**src/hw/rtl/assert_macros.svh**
```systemverilog
// Assertion helpers included by the RTL core.
`ifndef ASSERT_MACROS_SVH
`define ASSERT_MACROS_SVH

// Checked on every rising edge outside reset.
`define ASSERT_RST(lbl, clk, rst_n, prop, msg) \
    lbl: assert property (@(posedge clk) disable iff (!rst_n) prop) else $error(msg);

// Checked on every rising edge, reset included.
`define ASSERT_ALWAYS(lbl, clk, prop, msg) \
    lbl: assert property (@(posedge clk) prop) else $error(msg);

`endif

```
**src/hw/rtl/icic_pkg.sv**
```systemverilog
package icic_pkg;

    localparam int CNT_W = 32;
    localparam int CMP_W = (CNT_W > 33) ? CNT_W : 33;
    localparam logic [CNT_W-1:0] CNT_MAX = {CNT_W{1'b1}};

    localparam logic [31:0] CRC_POLY = 32'hedb88320;
    localparam logic [31:0] CRC_INIT = 32'hffffffff;
    localparam logic [31:0] TAG_IDAT = 32'h49444154;
    localparam logic [31:0] TAG_IEND = 32'h49454e44;

    localparam logic [2:0] FMT_PNG  = 3'd0;
    localparam logic [2:0] FMT_JPEG = 3'd1;
    localparam logic [2:0] FMT_GIF  = 3'd2;
    localparam logic [2:0] FMT_WEBP = 3'd3;

    localparam logic [7:0] JPEG_SOI1 = 8'hd8;
    localparam logic [15:0] JPEG_EOI = 16'hffd9;
    localparam logic [7:0] GIF_TRAIL = 8'h3b;

    typedef enum logic [5:0] {
        PH_SIG  = 6'b000001,
        PH_LEN  = 6'b000010,
        PH_TYPE = 6'b000100,
        PH_DATA = 6'b001000,
        PH_CRC  = 6'b010000,
        PH_DONE = 6'b100000
    } t_png_phase;

    typedef struct packed {
        logic       adv;   // item leaves the input register
        logic       upd;   // this tracker handles the format in force
        logic       last;
        logic [7:0] data;
    } t_step_ctl;

    typedef struct packed {
        logic failed;
        logic seen_iend;
    } t_png_status;

    typedef struct packed {
        logic [1:0]  header_match;
        logic [31:0] riff_size;
    } t_hdr_status;

    function automatic logic [31:0] crc_byte(input logic [31:0] crc, input logic [7:0] b);
        logic [31:0] c;
        c = crc ^ {24'd0, b};
        for (int k = 0; k < 8; k++) begin
            c = (c >> 1) ^ (CRC_POLY & {32{c[0]}});
        end
        return c;
    endfunction

    function automatic logic [7:0] png_sig(input logic [2:0] idx);
        logic [7:0] v;
        case (idx)
            3'd0: v = 8'h89;
            3'd1: v = 8'h50;
            3'd2: v = 8'h4e;
            3'd3: v = 8'h47;
            3'd4: v = 8'h0d;
            3'd5: v = 8'h0a;
            3'd6: v = 8'h1a;
            default: v = 8'h0a;
        endcase
        return v;
    endfunction

    // position 4 is checked separately ('7' or '9')
    function automatic logic [7:0] gif_head(input logic [2:0] idx);
        logic [7:0] v;
        case (idx)
            3'd0: v = 8'h47;
            3'd1: v = 8'h49;
            3'd2: v = 8'h46;
            3'd3: v = 8'h38;
            3'd5: v = 8'h61;
            default: v = 8'h00;
        endcase
        return v;
    endfunction

    function automatic logic [7:0] riff_tag(input logic [1:0] idx);
        logic [7:0] v;
        case (idx)
            2'd0: v = 8'h52;
            2'd1: v = 8'h49;
            2'd2: v = 8'h46;
            default: v = 8'h46;
        endcase
        return v;
    endfunction

    function automatic logic [7:0] webp_tag(input logic [1:0] idx);
        logic [7:0] v;
        case (idx)
            2'd0: v = 8'h57;
            2'd1: v = 8'h45;
            2'd2: v = 8'h42;
            default: v = 8'h50;
        endcase
        return v;
    endfunction

endpackage

```
**src/hw/rtl/icic_png_tracker.sv**
```systemverilog
module icic_png_tracker (
    input  logic                  i_clk,
    input  logic                  i_rst_n,
    input  icic_pkg::t_step_ctl   i_step,
    output icic_pkg::t_png_status o_status
);

    icic_pkg::t_png_phase r_phase, n_phase;
    logic [31:0] r_crc, n_crc;
    logic [31:0] r_size, n_size;
    logic [31:0] r_off, n_off;
    logic [31:0] r_tag, n_tag;
    logic [31:0] r_scrc, n_scrc;
    logic        r_idat, n_idat;
    logic        r_iend, n_iend;
    logic        r_failed, n_failed;
    logic [32:0] w_off_inc;
    logic [31:0] w_crc_upd;

    assign w_off_inc = {1'b0, r_off} + 33'd1;
    assign w_crc_upd = icic_pkg::crc_byte(r_crc, i_step.data);

    always_comb begin
        n_phase  = r_phase;
        n_crc    = r_crc;
        n_size   = r_size;
        n_off    = r_off;
        n_tag    = r_tag;
        n_scrc   = r_scrc;
        n_idat   = r_idat;
        n_iend   = r_iend;
        n_failed = r_failed;
        if (i_step.adv && i_step.upd) begin
            case (r_phase)
                icic_pkg::PH_SIG: begin
                    if (i_step.data != icic_pkg::png_sig(r_off[2:0])) n_failed = 1'b1;
                    n_off = w_off_inc[31:0];
                    if (w_off_inc >= 33'd8) begin
                        n_phase = icic_pkg::PH_LEN;
                        n_off   = '0;
                        n_size  = '0;
                    end
                end
                icic_pkg::PH_LEN: begin
                    n_size = {r_size[23:0], i_step.data};
                    n_off  = w_off_inc[31:0];
                    if (w_off_inc >= 33'd4) begin
                        n_phase = icic_pkg::PH_TYPE;
                        n_off   = '0;
                        n_crc   = icic_pkg::CRC_INIT;
                        n_tag   = '0;
                    end
                end
                icic_pkg::PH_TYPE: begin
                    n_crc = w_crc_upd;
                    n_tag = {r_tag[23:0], i_step.data};
                    n_off = w_off_inc[31:0];
                    if (w_off_inc >= 33'd4) begin
                        n_off   = '0;
                        n_scrc  = '0;
                        n_phase = (r_size != '0) ? icic_pkg::PH_DATA : icic_pkg::PH_CRC;
                    end
                end
                icic_pkg::PH_DATA: begin
                    n_crc = w_crc_upd;
                    n_off = w_off_inc[31:0];
                    if (w_off_inc >= {1'b0, r_size}) begin
                        n_phase = icic_pkg::PH_CRC;
                        n_off   = '0;
                    end
                end
                icic_pkg::PH_CRC: begin
                    n_scrc = {r_scrc[23:0], i_step.data};
                    n_off  = w_off_inc[31:0];
                    if (w_off_inc >= 33'd4) begin
                        n_off   = '0;
                        n_phase = icic_pkg::PH_LEN;
                        if (n_scrc != ~r_crc) begin
                            n_failed = 1'b1;
                        end else begin
                            if (r_tag == icic_pkg::TAG_IDAT) n_idat = 1'b1;
                            if (r_tag == icic_pkg::TAG_IEND) begin
                                if (r_size == '0 && n_idat) begin
                                    n_iend  = 1'b1;
                                    n_phase = icic_pkg::PH_DONE;
                                end else begin
                                    n_failed = 1'b1;
                                end
                            end else begin
                                n_size = '0;
                            end
                        end
                    end
                end
                default: n_failed = 1'b1;
            endcase
        end
    end

    assign o_status.failed    = n_failed;
    assign o_status.seen_iend = n_iend;

    always_ff @(posedge i_clk) begin
        if (!i_rst_n || (i_step.adv && i_step.last)) begin
            r_phase  <= icic_pkg::PH_SIG;
            r_crc    <= icic_pkg::CRC_INIT;
            r_size   <= '0;
            r_off    <= '0;
            r_tag    <= '0;
            r_scrc   <= '0;
            r_idat   <= 1'b0;
            r_iend   <= 1'b0;
            r_failed <= 1'b0;
        end else begin
            r_phase  <= n_phase;
            r_crc    <= n_crc;
            r_size   <= n_size;
            r_off    <= n_off;
            r_tag    <= n_tag;
            r_scrc   <= n_scrc;
            r_idat   <= n_idat;
            r_iend   <= n_iend;
            r_failed <= n_failed;
        end
    end

endmodule

```
**src/hw/rtl/icic_hdr_tracker.sv**
```systemverilog
module icic_hdr_tracker (
    input  logic                        i_clk,
    input  logic                        i_rst_n,
    input  icic_pkg::t_step_ctl         i_step,
    input  logic [2:0]                  i_fmt,
    input  logic [icic_pkg::CNT_W-1:0]  i_pos,
    output icic_pkg::t_hdr_status       o_status
);

    logic [1:0]  r_match, n_match;
    logic [31:0] r_riff, n_riff;
    logic [7:0]  w_b;

    assign w_b = i_step.data;

    always_comb begin
        n_match = r_match;
        n_riff  = r_riff;
        if (i_step.adv && i_step.upd) begin
            case (i_fmt)
                icic_pkg::FMT_JPEG: begin
                    if ((i_pos == icic_pkg::CNT_W'(0) && w_b != 8'hff) ||
                        (i_pos == icic_pkg::CNT_W'(1) && w_b != icic_pkg::JPEG_SOI1))
                        n_match = r_match & 2'b10;
                end
                icic_pkg::FMT_GIF: begin
                    if (i_pos == icic_pkg::CNT_W'(4)) begin
                        n_match = r_match;
                        if (w_b != 8'h37) n_match[0] = 1'b0;
                        if (w_b != 8'h39) n_match[1] = 1'b0;
                    end else if (i_pos < icic_pkg::CNT_W'(6) &&
                                 w_b != icic_pkg::gif_head(i_pos[2:0])) begin
                        n_match = 2'b00;
                    end
                end
                icic_pkg::FMT_WEBP: begin
                    if (i_pos < icic_pkg::CNT_W'(4)) begin
                        if (w_b != icic_pkg::riff_tag(i_pos[1:0])) n_match = r_match & 2'b10;
                    end else if (i_pos < icic_pkg::CNT_W'(8)) begin
                        case (i_pos[1:0])
                            2'd0: n_riff[7:0]   = r_riff[7:0] | w_b;
                            2'd1: n_riff[15:8]  = r_riff[15:8] | w_b;
                            2'd2: n_riff[23:16] = r_riff[23:16] | w_b;
                            default: n_riff[31:24] = r_riff[31:24] | w_b;
                        endcase
                    end else if (i_pos < icic_pkg::CNT_W'(12)) begin
                        if (w_b != icic_pkg::webp_tag(i_pos[1:0])) n_match = r_match & 2'b01;
                    end
                end
                default: ;
            endcase
        end
    end

    assign o_status.header_match = n_match;
    assign o_status.riff_size    = n_riff;

    always_ff @(posedge i_clk) begin
        if (!i_rst_n || (i_step.adv && i_step.last)) begin
            r_match <= 2'b11;
            r_riff  <= '0;
        end else begin
            r_match <= n_match;
            r_riff  <= n_riff;
        end
    end

endmodule

```
**src/hw/rtl/image_container_integrity_check_core.sv**
```systemverilog
// Image container integrity checker.
// Slave stream (i_s_*): one file byte per transfer, tlast on the final byte.
// Master stream (o_m_*): one verdict per file, sent for the final byte only.
// Config: i_cfg_wr_en / i_cfg_wr_data selects the format (0 png, 1 jpeg,
// 2 gif, 3 webp, other codes pass unless the byte count saturates); write it between files.
// Flow: a byte sits in the input register while the CRC step and trackers
// evaluate it; the verdict is registered in the output register when the
// final byte leaves the input register.
// Throughput: one byte per cycle, bounded by the one-byte CRC-32 update, save for the stall below.
// Back pressure: bytes keep flowing while a verdict waits; a final byte holds
// in the input register until the output register is free, and the slave
// side stalls until then.
// Reset: synchronous active-low i_rst_n clears all tracking state, empties
// both registers and sets the format to png. After each verdict the trackers
// and byte count return to their reset state; the format is kept.
module image_container_integrity_check_core (
    input  logic       i_clk,
    input  logic       i_rst_n,
    input  logic       i_cfg_wr_en,
    input  logic [2:0] i_cfg_wr_data,
    input  logic       i_s_tvalid,
    output logic       o_s_tready,
    input  logic [7:0] i_s_tdata,   // [7:0] data_byte
    input  logic       i_s_tlast,   // last_byte
    output logic       o_m_tvalid,
    input  logic       i_m_tready,
    output logic [7:0] o_m_tdata    // [0] intact, [7:1] zero
);

    `include "assert_macros.svh"

    logic [2:0]                 r_fmt;
    logic                       r_in_valid;
    logic                       r_in_last;
    logic [7:0]                 r_in_data;
    logic                       r_out_valid;
    logic                       r_out_intact;
    logic [icic_pkg::CNT_W-1:0] r_byte_count, n_byte_count;
    logic [15:0]                r_recent, n_recent;

    logic w_out_free;
    logic w_fire;
    logic w_ok;

    icic_pkg::t_step_ctl   w_png_step, w_hdr_step;
    icic_pkg::t_png_status w_png_st;
    icic_pkg::t_hdr_status w_hdr_st;

    assign w_out_free = !r_out_valid || i_m_tready;
    assign w_fire     = r_in_valid && (!r_in_last || w_out_free);
    assign o_s_tready = !r_in_valid || w_fire;

    assign n_byte_count = (r_byte_count != icic_pkg::CNT_MAX) ?
                          r_byte_count + icic_pkg::CNT_W'(1) : r_byte_count;
    assign n_recent     = {r_recent[7:0], r_in_data};

    always_comb begin
        w_png_step.adv  = w_fire;
        w_png_step.upd  = (r_fmt == icic_pkg::FMT_PNG);
        w_png_step.last = r_in_last;
        w_png_step.data = r_in_data;
        w_hdr_step      = w_png_step;
        case (r_fmt)
            icic_pkg::FMT_JPEG, icic_pkg::FMT_GIF, icic_pkg::FMT_WEBP: w_hdr_step.upd = 1'b1;
            default: w_hdr_step.upd = 1'b0;
        endcase
    end

    icic_png_tracker u_png (
        .i_clk    (i_clk),
        .i_rst_n  (i_rst_n),
        .i_step   (w_png_step),
        .o_status (w_png_st)
    );

    icic_hdr_tracker u_hdr (
        .i_clk    (i_clk),
        .i_rst_n  (i_rst_n),
        .i_step   (w_hdr_step),
        .i_fmt    (r_fmt),
        .i_pos    (r_byte_count),
        .o_status (w_hdr_st)
    );

    always_comb begin
        case (r_fmt)
            icic_pkg::FMT_PNG:
                w_ok = !w_png_st.failed && w_png_st.seen_iend;
            icic_pkg::FMT_JPEG:
                w_ok = (n_byte_count >= icic_pkg::CNT_W'(4)) && w_hdr_st.header_match[0] &&
                       (n_recent == icic_pkg::JPEG_EOI);
            icic_pkg::FMT_GIF:
                w_ok = (n_byte_count >= icic_pkg::CNT_W'(7)) && (w_hdr_st.header_match != 2'b00) &&
                       (r_in_data == icic_pkg::GIF_TRAIL);
            icic_pkg::FMT_WEBP:
                w_ok = (n_byte_count >= icic_pkg::CNT_W'(12)) &&
                       (w_hdr_st.header_match == 2'b11) &&
                       (icic_pkg::CMP_W'({1'b0, w_hdr_st.riff_size} + 33'd8) ==
                        icic_pkg::CMP_W'(n_byte_count));
            default:
                w_ok = 1'b1;
        endcase
        if (n_byte_count == icic_pkg::CNT_MAX) w_ok = 1'b0;
    end

    always_ff @(posedge i_clk) begin
        if (!i_rst_n) begin
            r_fmt <= icic_pkg::FMT_PNG;
        end else if (i_cfg_wr_en) begin
            r_fmt <= i_cfg_wr_data;
        end
    end

    always_ff @(posedge i_clk) begin
        if (!i_rst_n) begin
            r_in_valid <= 1'b0;
        end else if (o_s_tready) begin
            r_in_valid <= i_s_tvalid;
        end
    end

    always_ff @(posedge i_clk) begin
        if (o_s_tready && i_s_tvalid) begin
            r_in_data <= i_s_tdata;
            r_in_last <= i_s_tlast;
        end
    end

    always_ff @(posedge i_clk) begin
        if (!i_rst_n || (w_fire && r_in_last)) begin
            r_byte_count <= '0;
            r_recent     <= '0;
        end else if (w_fire) begin
            r_byte_count <= n_byte_count;
            r_recent     <= n_recent;
        end
    end

    always_ff @(posedge i_clk) begin
        if (!i_rst_n) begin
            r_out_valid <= 1'b0;
        end else if (w_fire && r_in_last) begin
            r_out_valid <= 1'b1;
        end else if (i_m_tready) begin
            r_out_valid <= 1'b0;
        end
    end

    always_ff @(posedge i_clk) begin
        if (w_fire && r_in_last) begin
            r_out_intact <= w_ok;
        end
    end

    assign o_m_tvalid = r_out_valid;
    assign o_m_tdata  = {7'd0, r_out_intact};

    `ASSERT_RST(a_last_held, i_clk, i_rst_n,
        (r_in_valid && r_in_last && !w_out_free |=> r_in_valid && r_in_last),
        "final byte dropped while verdict register busy")
    `ASSERT_RST(a_cnt_clear, i_clk, i_rst_n,
        (w_fire && r_in_last |=> r_byte_count == '0 && r_out_valid),
        "byte count not cleared or verdict missing after final byte")
    `ASSERT_RST(a_cnt_step, i_clk, i_rst_n,
        (w_fire && !r_in_last && r_byte_count != icic_pkg::CNT_MAX |=>
            r_byte_count == $past(r_byte_count) + icic_pkg::CNT_W'(1)),
        "byte count did not advance by one")

endmodule

```
**config.mk**
```make
export PLATFORM = sky130hd
export DESIGN_NAME = image_container_integrity_check_core
export DESIGN_NICKNAME = d
export VERILOG_FILES = /design/src/hw/rtl/icic_pkg.sv /design/src/hw/rtl/icic_png_tracker.sv /design/src/hw/rtl/icic_hdr_tracker.sv /design/src/hw/rtl/image_container_integrity_check_core.sv
export VERILOG_INCLUDE_DIRS = /design/src /design/src/hw/rtl
export SDC_FILE = /design/constraint.sdc
export NUM_CORES = 1
export LEC_CHECK = 0
export ABC_AREA = 1
export BUFFER_PORTS_ARGS = -buffer_cell sky130_fd_sc_hd__clkbuf_2
export CORE_MARGIN = 1
export CORE_UTILIZATION = 55
export DETAILED_ROUTE_END_ITERATION = 7
export MAX_ROUTING_LAYER = met4
export PLACE_DENSITY = 0.68
export REMOVE_ABC_BUFFERS = 1
export SETUP_SLACK_MARGIN = 0.3
export SYNTH_ARGS = -nofsm -noshare
export SYNTH_HDL_FRONTEND = slang
export SYNTH_SLANG_ARGS = --single-unit
export TNS_END_PERCENT = 20
```
**constraint.sdc**
```tcl
create_clock -name i_clk -period 4 [get_ports i_clk]
set_clock_uncertainty 0.15 [all_clocks]
set_input_delay 0.2 -clock i_clk [delete_from_list [all_inputs] [get_ports i_clk]]
set_output_delay 0.2 -clock i_clk [all_outputs]
set_load 0.005 [all_outputs]
```
==> impl_metrics.tcl <==
set metrics [dict create \
    fin_crit_sh_pct 88.4 \
    hp-class "in -> reg" \
    antenna_found_initial 1 \
    core_mm2 0.0309 \
    io_buffers 19 \
    endpoint_kind "register" \
    status "finished, final reports clean" \
    fin_crit_ns 3.54 \
    worstPathRequired_ns 4.17 \
    vias 17500 \
    relSlewSlack_pct 40.9 \
    maxSlewViolCount 0 \
    start_kind "register" \
    final_cell_mix "nand2_1 (584), nor2_1 (350), inv_1 (337)" \
    io_pins 27 \
    crit_arrival_ns 3.71 \
    timing.fmax_mhz 283 \
    rsz0062_at_grt "yes" \
    yosys_warnings 0 \
    drc 0 \
    r2r_slack_ns 0.46 \
    ys_ff_latch 250 \
    wl_per_cell_um 16.8 \
    cts_buffers 29 \
    die_y_um 180 \
    hold_path_end "r_in_data[7]" \
    p_per_area_mw_per_mm2 308 \
    hold_viol_final 0 \
    wirelength_um 52800 \
    criticalPathCategory "reg -> reg" \
    grt-ovfl-total 0 \
    start_util_pct 56.5 \
    worstRegToRegCells 14 \
    final_core_util_pct 62.9 \
    clk_pin_slew_ns 0.06 \
    fp-row-count 64 \
    final_cells 3133 \
    firstDrtPassIters 8 \
    cap_violations 0 \
    grt_pass1_vias 16100 \
    r2r_end "r_out_intact" \
    placed_cells 3058 \
    grt_pass1_wl_um 85000 \
    insertion_delay_ns 0.56 \
    netlist-cell-type-count 53 \
    syn_area_mm2 0.0175 \
    grt_usage_pct 33.1 \
    hp-start "i_s_tdata[7]" \
    p_total_mw 6.00 \
    synth_area_leaders "dfxtp_1 (28%), nand2_1 (13%), nor2_1 (7.6%), inv_1 (7.3%), a21oi_1 (6.4%)" \
    grt_max_degree 168 \
    rr_startpoint "r_byte_count[1]" \
    p_leak_nw 8.69 \
    holdPathStages 2 \
    syn_inst 2690 \
    postRouteAntennaNets 0 \
    gp_congestion 0.981 \
    cts_tree "yes" \
    cts_sinks 250 \
    ir_worst_vdd_v 0.000344 \
    vias_per_cell 5.60 \
    drive_gt1_share_pct 9.87 \
    htreeDepth 1 \
    yosysSeqAreaShare_pct 29.2 \
    nFillCells 2995 \
    die_area_mm2 0.0325 \
    drtIter0Drc 1397 \
    cts_max_path_buffers 3 \
    worstPathMaxFanout 9 \
    hpwlAfterDp_um 38700 \
    die_width_um 180 \
    avgSynthCellArea_um2 6.49 \
    setup_violations 0 \
    final_common_cell "nand2_1" \
    synth_top_area_share_pct 27.5 \
    ctsRootBufferMaster "clkbuf_16" \
    worstMarginPinSlew_ns 0.878 \
    synth_top_area_cell "dfxtp_1" \
    nets 2779 \
    syn_to_final_growth_pct 11.4 \
]
cell type report:
class	instances	area, um^2	area share (%)
Multi-Input combinational cell	1972	10700	55.0
Sequential cell	250	5110	26.3
Inverter	356	1340	6.87
Timing Repair Buffer	106	835	4.29
Clock buffer	38	791	4.06
Tap cell	396	495	2.55
Clock inverter	14	175	0.900
Antenna cell	1	2.50	0.0129
kinds of logic (layout without fill, tap and decap cells):
group | after synthesis | after routing | share of synthesized area (%)
XOR/XNOR | 161 | 161 | 8.45
other | 1 | 8 | 0.0215
adder cells (fa/ha/maj) | 47 | 47 | 3.37
AO/OA/AOI/OAI | 391 | 391 | 13.4
flip-flops | 250 | 250 | 29.2
AND/OR/NAND/NOR | 1366 | 1366 | 34.5
buffers and inverters | 474 | 514 | 11.0
what timing repair did:
| item | 4_1_cts | 5_1_grt |
|---|---|---|
| pin swaps | 0 | 11 |
| setup buffers | 0 | 4 |
| resized for setup | 8 | 45 |
| endpoints found under the setup margin | 38 | 71 |
| endpoints found under the hold margin | 23 | 0 |
| hold buffers | 18 | 0 |
report_power, final:
| part | total, mW | switching, mW | internal (mW) | leakage, nW |
|---|---|---|---|---|
| Combinational | 0.670 | 0.450 | 0.220 | 6.18 |
| Clock | 2.73 | 1.09 | 1.64 | 0.473 |
| Sequential | 2.59 | 0.0520 | 2.54 | 2.04 |
| Total | 6.00 | 1.59 | 4.40 | 8.69 |
sequential cells by signal, indices dropped and copies added, names as in the netlist:
signal	count
u_png.r_phase	6
r_in_data	8
u_png.r_size	32
o_m_tvalid	1
u_png.r_idat	1
u_png.r_off	32
r_byte_count	32
u_png.r_failed	1
u_png.r_iend	1
r_fmt	3
u_png.r_scrc	24
u_png.r_tag	32
u_hdr.r_match	2
u_hdr.r_riff	32
r_in_last	1
u_png.r_crc	32
r_recent	8
r_in_valid	1
r_out_intact	1
per-stage QoR:
stage               setup TNS (ns)  hold WS, ns  cell area (um^2)  worst slack (ns)
finish                           0        0.201             19500             0.462
global route                     0        0.195             19500             0.142
CTS                              0        0.187             19200             0.298
detailed placement               0        0.229             18000             0.130
global placement                 0        0.227             18000             0.207
floorplan                  -289.85        0.149             16900             -2.22
worst max path at each step:
stage / from / to / slack (ns) / cells past startpoint
after floorplan: r_in_last / r_byte_count[11] / -2.22 / 8
after global placement: u_png.r_off[0] / u_png.r_off[28] / 0.21 / 21
after detailed placement: u_png.r_off[0] / u_png.r_off[27] / 0.13 / 21
after CTS: u_png.r_off[0] / u_png.r_off[27] / 0.30 / 18
after global routing: r_byte_count[18] / r_out_intact / 0.14 / 18
final: r_byte_count[1] / r_out_intact / 0.46 / 14
routing by layer:
metal / track usage, % / wire (um) / vias up
li1: - / - / 8773
met1: 45.3 / 24400 / 8088
met2: 51.9 / 23800 / 591
met3: 4.32 / 3450 / 80
met4: 7.35 / 1120 / 0
met5: - / 0 / -
cells in the mapped netlist (all sizes together):
library cell and instances:
a211oi 15, nand4 104, a21boi 2, nor4b 1, nor4 27, nor3b 1, buf 61, o31ai 1
nand2 597, and2 1, and3 4, xor2 119, xnor2 41, o21ai 89, o211ai 49, o21bai 4
edfxtp 10, clkbuf 57, or2 9, or4 1, xnor3 1, inv 350, nor3 96, dfxtp 240
conb 1, o2111ai 1, o21a 4, a22o 1, a31oi 1, nand3b 12, nor2 371, nand3 142
clkinv 6, a21oi 224, ha 47
critical path: stages (launching register included):
cell and delay (ns):
dfxtp_1 0.52, nand2_1 0.17, nor2_1 0.33, nand2_1 0.24, nor3_1 0.33, xor2_1 0.17, nand2_1 0.20, nor3_1 0.41
nand3_1 0.16, nor2_1 0.19, nand2_1 0.07, nand3b_1 0.08, nand3_1 0.07, nor2_1 0.13, a21oi_1 0.07
(Power assumes the default switching activity.)
